===== config.mk =====
export PLATFORM = sky130hd
export DESIGN_NAME = iawn_map
export DESIGN_NICKNAME = d
export VERILOG_FILES = /design/src/design/image_affine_warp_nearest_defines.svh /design/src/design/iawn_pkg.sv /design/src/design/iawn_map.sv
export SDC_FILE = /design/constraint.sdc
export NUM_CORES = 1
export LEC_CHECK = 0
export BUFFER_PORTS_ARGS = -buffer_cell sky130_fd_sc_hd__buf_2
export CORE_ASPECT_RATIO = 2
export CORE_UTILIZATION = 35
export DETAILED_ROUTE_END_ITERATION = 6
export PLACE_DENSITY = 0.47
export SLEW_MARGIN = 20
export SYNTH_ARGS = -nofsm -noshare
export SYNTH_HDL_FRONTEND = slang
export SYNTH_SLANG_ARGS = --single-unit
export TNS_END_PERCENT = 1

===== constraint.sdc =====
create_clock -name clock -period 14.68 [get_ports clock]
set_input_delay 0.734 -clock clock [delete_from_list [all_inputs] [get_ports clock]]
set_output_delay 0.734 -clock clock [all_outputs]
set_load 0.02 [all_outputs]

===== src/design/image_affine_warp_nearest_defines.svh =====
// Assertion helpers shared by the warp block.
// Each macro expands to one labeled concurrent assertion on the block clock,
// disabled while reset is high.
`ifndef IMAGE_AFFINE_WARP_NEAREST_DEFINES_SVH
`define IMAGE_AFFINE_WARP_NEAREST_DEFINES_SVH

// Same-cycle implication: when ante holds, cons holds at the same edge.
`define IAWN_ASSERT_NOW(lbl, ante, cons, msg) \
   lbl: assert property (@(posedge clock) disable iff (reset) (ante) |-> (cons)) \
      else $error(msg);

// Next-cycle implication: when ante holds, cons holds at the following edge.
`define IAWN_ASSERT_NEXT(lbl, ante, cons, msg) \
   lbl: assert property (@(posedge clock) disable iff (reset) (ante) |=> (cons)) \
      else $error(msg);

`endif


===== src/design/iawn_pkg.sv =====
`timescale 1ns / 1ps

package iawn_pkg;

   // Frame geometry
   localparam int FRAME_ROWS  = 256;
   localparam int FRAME_COLS  = 256;
   localparam int FRAME_DEPTH = FRAME_ROWS * FRAME_COLS;
   localparam int ADDR_W      = $clog2(FRAME_DEPTH);
   localparam int ROW_W       = $clog2(FRAME_ROWS);
   localparam int COL_W       = $clog2(FRAME_COLS);

   // Field and register widths
   localparam int PIX_W      = 8;
   localparam int CRD_W      = 8;
   localparam int COEF_W     = 18;
   localparam int OFS_W      = 24;
   localparam int FRAC_BITS  = 14;
   localparam int PROD_W     = COEF_W + CRD_W + 1;
   localparam int SUM_W      = PROD_W + 2;
   localparam int MAP_W      = SUM_W - FRAC_BITS;
   localparam int CSR_IDX_W  = 3;
   localparam int CSR_DATA_W = OFS_W;

   typedef logic        [PIX_W-1:0]  pixel_type;
   typedef logic        [CRD_W-1:0]  coord_type;
   typedef logic signed [COEF_W-1:0] coef_type;
   typedef logic signed [OFS_W-1:0]  ofs_type;
   typedef logic signed [PROD_W-1:0] prod_type;
   typedef logic signed [SUM_W-1:0]  sum_type;
   typedef logic signed [MAP_W-1:0]  map_type;
   typedef logic        [ADDR_W-1:0] addr_type;
   typedef logic        [ROW_W-1:0]  row_type;
   typedef logic        [COL_W-1:0]  col_type;

   localparam coef_type COEF_ONE  = coef_type'(1 << FRAC_BITS);
   localparam sum_type  FRAC_MASK = sum_type'((1 << FRAC_BITS) - 1);

   typedef enum logic [CSR_IDX_W-1:0] {
      CSR_COEF_ROW_FROM_ROW = 3'd0,
      CSR_COEF_ROW_FROM_COL = 3'd1,
      CSR_COEF_COL_FROM_ROW = 3'd2,
      CSR_COEF_COL_FROM_COL = 3'd3,
      CSR_OFFSET_ROW        = 3'd4,
      CSR_OFFSET_COL        = 3'd5,
      CSR_WARP_MODE         = 3'd6
   } csr_idx_type;

   typedef enum logic {
      OP_LOAD  = 1'b0,
      OP_QUERY = 1'b1
   } op_type;

   typedef enum logic {
      WARP_FORWARD  = 1'b0,
      WARP_BACKWARD = 1'b1
   } mode_type;

   // Stage enables handed to the coordinate mapper
   typedef struct packed {
      logic mul;
      logic sum;
   } map_en_type;

endpackage


===== src/design/iawn_map.sv =====
`timescale 1ns / 1ps

module iawn_map (
   input  logic                  clock,
   input  iawn_pkg::map_en_type  en,
   input  iawn_pkg::coef_type    coef_from_row,
   input  iawn_pkg::coef_type    coef_from_col,
   input  iawn_pkg::ofs_type     offset,
   input  iawn_pkg::coord_type   pixel_row,
   input  iawn_pkg::coord_type   pixel_col,
   output iawn_pkg::map_type     mapped
);

   iawn_pkg::prod_type prod_row_ff, prod_row_in;
   iawn_pkg::prod_type prod_col_ff, prod_col_in;
   iawn_pkg::sum_type  sum_ff, sum_in;
   iawn_pkg::sum_type  biased;

   always_comb begin
      prod_row_in = iawn_pkg::prod_type'(coef_from_row)
                  * iawn_pkg::prod_type'($signed({1'b0, pixel_row}));
      prod_col_in = iawn_pkg::prod_type'(coef_from_col)
                  * iawn_pkg::prod_type'($signed({1'b0, pixel_col}));
      sum_in      = iawn_pkg::sum_type'(prod_row_ff) + iawn_pkg::sum_type'(prod_col_ff)
                  + iawn_pkg::sum_type'(offset);
   end

   always_ff @(posedge clock) begin
      if (en.mul) begin
         prod_row_ff <= prod_row_in;
         prod_col_ff <= prod_col_in;
      end
      if (en.sum) begin
         sum_ff <= sum_in;
      end
   end

   // round toward zero: bias negative sums up by one less than the scale
   always_comb begin
      biased = sum_ff + (sum_ff[iawn_pkg::SUM_W-1] ? iawn_pkg::FRAC_MASK : '0);
      mapped = biased[iawn_pkg::SUM_W-1:iawn_pkg::FRAC_BITS];
   end

endmodule


# == After elaboration in Yosys (flattened, before gate mapping) ==
# Cells that the tools add are included.
# word_totals
output_inout_bits,15
inputBits,79
ramBits,0
latch_bits,0
wordCells,9
romBits,0
mem_count,0
regBits,83
# classes
eq_ne,0
n_addsub,3
n_reduce_logical,0
bitwise,0
n_div,0
n_mux,1
mul,2
shifts,0
order_cmp,0
# ops
operator,count
18-bit by 9-bit multiplier with 27-bit output,2
28-bit by 24-bit adder with 29-bit output,1
29-bit by 14-bit adder with 29-bit output,1
27-bit by 27-bit adder with 28-bit output,1
14-bit two-way mux,1

# == Longest topological paths before layout ==
# Gate-level depths: netlist (run 1).
# logic_depth
depth_word,2
ltp_mapped,20

# == Worst setup path after synthesis (run 1) ==
# OpenSTA, ideal clock, no wires.
# synth_timing
path_type,input-to-reg
from,in pixel_col[0]
to,reg prod_col_ff[24] (data pin)
required_ps,14421
setup_time_ps,259
arrival_ps,5409
path_stages,18
n_path_buf,2
path_slack_ps,9012
path_cell_list,clkbuf_1 -> clkbuf_1 -> nand2_1 -> fa_1 -> inv_1 -> fa_1 -> inv_1 -> fa_1 -> fa_1 -> inv_1 -> ha_1 -> o21a_1 -> a2111oi_4 -> o21ai_2 -> a2111oi_2 -> nor2_1 -> or2_1 -> a211o_1
# synth_via
elab_chain_cells,1
# synth_rtl
item,line,rtl
"start, declared",iawn_map.sv:10,"input iawn_pkg::coord_type pixel_col,"
18-bit by 9-bit multiplier with 27-bit output,iawn_map.sv:23,"* iawn_pkg::prod_type'($signed({1'b0, pixel_col}));"
via prod_col_in[24],iawn_map.sv:15,"iawn_pkg::prod_type prod_col_ff, prod_col_in;"
"end signal, assigned",iawn_map.sv:31,prod_col_ff <= prod_col_in;
"end, declared",iawn_map.sv:15,
# The timed path passes the listed nets, and every way through them passes these cells.
# A chain may end at the register's enable or synchronous reset.

# == Worst setup path in the final report (run 1) ==
# Ends and elaborated chain as after synthesis.

==> impl_metrics.yaml, run 1 <==
status:
  status: "completed"
yosys:
  synth_edf_count: 83
  ys_warn_count: 0
  syn-num-nets: 2088
  synth_mux_area_share_pct: 0
  netlist_top_cells_area: "fa_1 (34%), edfxtp_1 (16%), ha_1 (12%)"
  ys_seq_elements: 83
  syn_inst: 1605
  synth_xor_xnor_area_share_pct: 4.65
  yosysMostFrequentCell: "inv_1"
  synthSimpleGateAreaFrac_pct: 15.0
  synth_fa_ha_area_share_pct: 45.7
  synth-compound-area-share_pct: 9.33
  synth_top_family_by_area: "adder cells"
  syn_area_per_cell_um2: 9.51
  synth_common_cells: "inv_1 (331), fa_1 (256), nand2_1 (175)"
  synth_top_area_share_pct: 33.6
  synth_seq_area_share_pct: 16.3
  dominantRegCellSynth: "edfxtp_1"
  synth_top_area_cell: "fa_1"
  synth_area_um2: 15300
  async_reset_ff_share_pct: 0
  ys_types: 55
clock_network:
  path_clk_slew_ps: 70
  clk_latency_ps: 340
  hold_buffers: 0
  cts_resized: 0
  cts_made_buffers: 9
  cts_setup_buffers: 0
  cts-htree-levels: 3
  clock_path_buffers: 2
  clock_sinks: 83
  cts_root_buffer: "clkbuf_16"
  cts_tree: "done"
sta:
  min_period_ps: 5460
  max_freq_mhz: 183
  setup_viol: 0
  rsz0062_at_grt: "false"
  relSlewSlack_pct: 51.5
  hold_viol_final: 0
  whs_ps: 835
  setup_tns_ps: 0
  final_max_slew_viol_count: 0
  setup_slack_ps: 9220
  skew_ps: 7.13
  worstMarginPinSlew_ps: 727
  finalCritPeriodShare_pct: 37.2
final_layout:
  fillerInstances: 4438
  layout.nets: 2160
  drive_above_1_share_pct: 7.07
  syn_to_final_growth_pct: 8.73
  diodes: 0
  final_util_pct: 38.7
grt:
  grt_pass1_wl_mm: 62.1
  grt_usage_pct: 18.2
  grt_pass1_vias: 12000
  antenna_found_initial: 2
  grt_overflow: 0
  grt_max_degree: 55
setup_path:
  worstReg2RegStart: "prod_col_ff[1]"
  crit_type: "primary input to register"
  start_kind: "primary input"
  rrSetupSlack_ps: 11210
  critPathCaptureType: "register"
  reg2reg_depth: 11
  cp.arrival_ps: 5560
  r2r-end: "sum_ff[25]"
  cp.required_ps: 14780
  worstPathMaxFanout: 18
drt:
  drc: 0
  drt_iter0_drc: 369
  vias_per_cell: 4.88
  vias: 10900
  ant_nets: 0
  wl_per_cell_um: 17.2
  first_pass_iters: 5
  drt_wl_total_mm: 38.4
worst_hold_path:
  worstHoldStart: "prod_row_ff[1]"
  hold_end: "sum_ff[1]"
  hp-class: "register to register"
  hold_depth: 2
die:
  core_area_um2: 42800
  die_h_um: 297
  num_rows: 107
  dieWidth_um: 150
  start_util_pct: 35.6
  dieArea_um2: 44500
  io_pins: 94
place:
  dp_slack_ps: 8800
  dp_hpwl_mm: 33.5
  globalplace.congestion: 0.830
  portBuffers: 93
flow_run:
  drv_cap: 0
pwr:
  ir_drop_uv: 104
  power.density_nw_per_um2: 238
  total_leakage_power_nw: 8.18
-- how the worst max path moves through the flow --
stage            startpoint              end  slack [ps]  cells after the start
6_report       pixel_col[0]  prod_col_ff[24]        9220                     17
3_5_place_dp   pixel_col[0]  prod_col_ff[24]        8800                     17
5_1_grt        pixel_col[0]  prod_col_ff[24]        8990                     17
4_1_cts        pixel_col[0]  prod_col_ff[24]        9170                     17
3_3_place_gp   pixel_col[0]  prod_col_ff[24]        8910                     17
2_1_floorplan  pixel_col[0]  prod_col_ff[24]        9010                     18
-- stage by stage --
| stage | power [mW] | area (um^2) | instances |
|---|---|---|---|
| final | 3.95 | 16600 | 2227 |
| after global routing | 4.38 | 16600 | 2227 |
| after CTS | 4.03 | 16600 | 2227 |
| after detailed placement | 3.78 | 16300 | 2211 |
| after global placement | 3.76 | 16300 | 2211 |
| after floorplan | 2.90 | 15300 | 1605 |
-- worst max-delay path: stages --
cell and delay (ps):
buf_2 320, nand2_1 140, fa_1 550, inv_1 50, fa_1 490, inv_1 50
fa_1 490, fa_1 500, inv_1 50, ha_1 340, o21a_1 270, a2111oi_4 370
o21ai_2 160, a2111oi_2 390, nor2_1 130, or2_1 240, a211o_1 260
-- placed cells by master (no fill, tap or decap), types with 15 or more instances in the layout --
cell and instances:
inv_1 331, fa_1 256, nand2_1 175, and2_1 160, ha_1 148, buf_2 93
edfxtp_1 83, a21oi_1 59, nor2_1 54, xnor2_1 49, o21ai_0 32, a21o_1 32
xor2_1 32, nand3_1 18, a211oi_1 15
-- where the power goes --
| group | switching [mW] | internal, mW | leakage [nW] |
|---|---|---|---|
| clock network | 0.0938 | 0.133 | 0.144 |
| registers | 0.0852 | 0.549 | 0.812 |
| logic | 1.81 | 1.28 | 7.22 |
-- layer usage --
layer	GRT usage [%]	routed length [um]	vias up	share of wire (%)
met5	0	25	-	0.065
met2	38.2	23600	153	61
li1	-	-	5216	-
met1	17.8	13000	5440	34
met3	1.33	674	55	1.8
met4	5.51	1100	4	2.9
-- flip-flops by register name (all words and copies together), names as in the netlist --
register     cells
prod_col_ff     27
sum_ff          29
prod_row_ff     27
-- final cells by class --
class	instances	area, um^2	area share (%)
Inverter	331	1240	7.49
Tap cell	545	682	4.11
Clock buffer	9	225	1.36
Timing Repair Buffer	94	473	2.85
Sequential cell	83	2490	15.0
Multi-Input combinational cell	1158	11400	68.7
Clock inverter	7	76.3	0.460
-- cells by family after synthesis --
group / Yosys count
fa+ha+maj: 404
buf+inv: 364
compound gates: 211
simple gates: 462
xor+xnor: 81
flops: 83
No activity file was read; power rests on OpenSTA's default activity.
==> run 2, diff against run 1 <==
- clock period: 14.68 -> 5.1 ns (I/O delays scaled with it)
==> impl_metrics.yaml, run 2 (synthesis gave the netlist of run 1 again) <==
drt:
  drt_wl_total_mm: 39.0
  vias_per_cell: 4.90
  drt_iter0_drc: 378
  vias: 11000
  first_pass_iters: 4
  wl_per_cell_um: 17.3
  ant_nets: 0
  drc: 0
clock_network:
  path_clk_slew_ps: 60
  clock_sinks: 83
  cts_root_buffer: "clkbuf_16"
  cts_tree: "done"
  clk_latency_ps: 350
  clock_path_buffers: 2
  cts_resized: 0
  cts_made_buffers: 9
  cts_setup_buffers: 0
  cts-htree-levels: 3
  hold_buffers: 0
final_layout:
  largest_reg_flops: 29
  layout_common_cells: "inv_1 (331), fa_1 (256), nand2_1 (175), and2_1 (160), ha_1 (148)"
  layout.nets: 2183
  drive_above_1_share_pct: 8.33
  final_common_cell: "inv_1"
  syn_to_final_growth_pct: 10.4
  diodes: 0
  regMostFlops: "sum_ff"
  reg_top3: "sum_ff: 29 flops, prod_col_ff: 27 flops, prod_row_ff: 27 flops"
  final_util_pct: 39.3
setup_path:
  worstReg2RegStart: "prod_col_ff[1]"
  worstPathMaxFanout: 12
  rrSetupSlack_ps: 1640
  start_kind: "primary input"
  r2r-end: "sum_ff[27]"
  cp.required_ps: 5180
  reg2reg_depth: 11
  crit_type: "primary input to register"
  critPathCaptureType: "register"
  cp.arrival_ps: 4820
  crit_start: "pixel_col[0]"
sta:
  hold_viol_final: 0
  whs_ps: 362
  rsz0062_at_grt: "false"
  worstMarginPinSlew_ps: 714
  setup_slack_ps: 358
  setup_viol: 0
  finalCritPeriodShare_pct: 93.0
  min_period_ps: 4740
  skew_ps: 6.88
  final_max_slew_viol_count: 0
  max_freq_mhz: 211
  setup_tns_ps: 0
  relSlewSlack_pct: 52.4
grt:
  grt_usage_pct: 18.5
  use_met2_pct: 39.0
  grt_pass1_vias: 12200
  groute.layer.met3.usage_pct: 1.29
  grt_max_degree: 55
  grt_overflow: 0
  use_met1_pct: 18.1
  antenna_found_initial: 2
  grt_pass1_wl_mm: 62.9
  grt_busiest_layer: "met2"
place:
  dp_slack_ps: 2.18
  portBuffers: 93
  dp_hpwl_mm: 34.6
  globalplace.congestion: 0.830
die:
  core_area_um2: 42800
  dieWidth_um: 150
  start_util_pct: 35.6
  dieArea_um2: 44500
  num_rows: 107
  io_pins: 94
  die_h_um: 297
worst_hold_path:
  worstHoldStart: "coef_from_col[0]"
  hp-class: "primary input to register"
  hold_end: "prod_col_ff[0]"
  hold_depth: 2
pwr:
  ir_drop_uv: 279
  power.density_nw_per_um2: 694
  total_leakage_power_nw: 8.33
flow_run:
  drv_cap: 0
status:
  status: "completed"
==> run 2: worst max-delay path by stage <==
stage                            endpoint  slack (ps)  cells after the start
after floorplan           prod_col_ff[24]           8                     18
after global placement    prod_col_ff[24]          40                     17
after detailed placement  prod_col_ff[26]           2                     17
after CTS                 prod_col_ff[26]         370                     17
after global routing      prod_col_ff[26]         140                     17
final                     prod_col_ff[26]         360                     17
==> run 2: layout make-up <==
class                   count  area [um^2]
flip-flops and latches     83         2490
well taps                 545          682
clock inverters             6          138
multi-input cells        1158        11400
fillers                  4396        26000
inverters                 331         1240
repair buffers            117          671
clock buffers               9          225
==> run 2: stage by stage <==
stage	power, mW	instances	area [um^2]
after CTS	11.9	2249	16900
after floorplan	8.35	1605	15300
after global placement	11.0	2234	16500
after detailed placement	11.1	2234	16500
final	11.7	2249	16900
after global routing	12.9	2249	16900
==> run 2: report_power, final <==
group / switching, mW / internal [mW] / total [mW]
Sequential: 0.244 / 1.58 / 1.82
Combinational: 5.28 / 3.81 / 9.08
Clock: 0.264 / 0.527 / 0.791
Total: 5.79 / 5.91 / 11.7
==> run 2: per-layer routing <==
metal | vias up | part of all wire, % | wire length, um
met2 | 144 | 61 | 23900
li1 | 5261 | - | -
met5 | - | 0.069 | 27
met1 | 5545 | 34 | 13300
met4 | 4 | 2.9 | 1130
met3 | 57 | 1.6 | 636
==> run 2: critical path: stages <==
cell	delay [ps]
buf_2	170
buf_4	230
nand2_1	100
fa_1	550
inv_1	60
fa_1	520
inv_1	60
fa_1	490
fa_1	490
inv_1	40
ha_1	280
a21oi_1	280
o21ai_0	210
a2111oi_2	450
nor3_1	110
a2111oi_0	430
a211oi_1	90
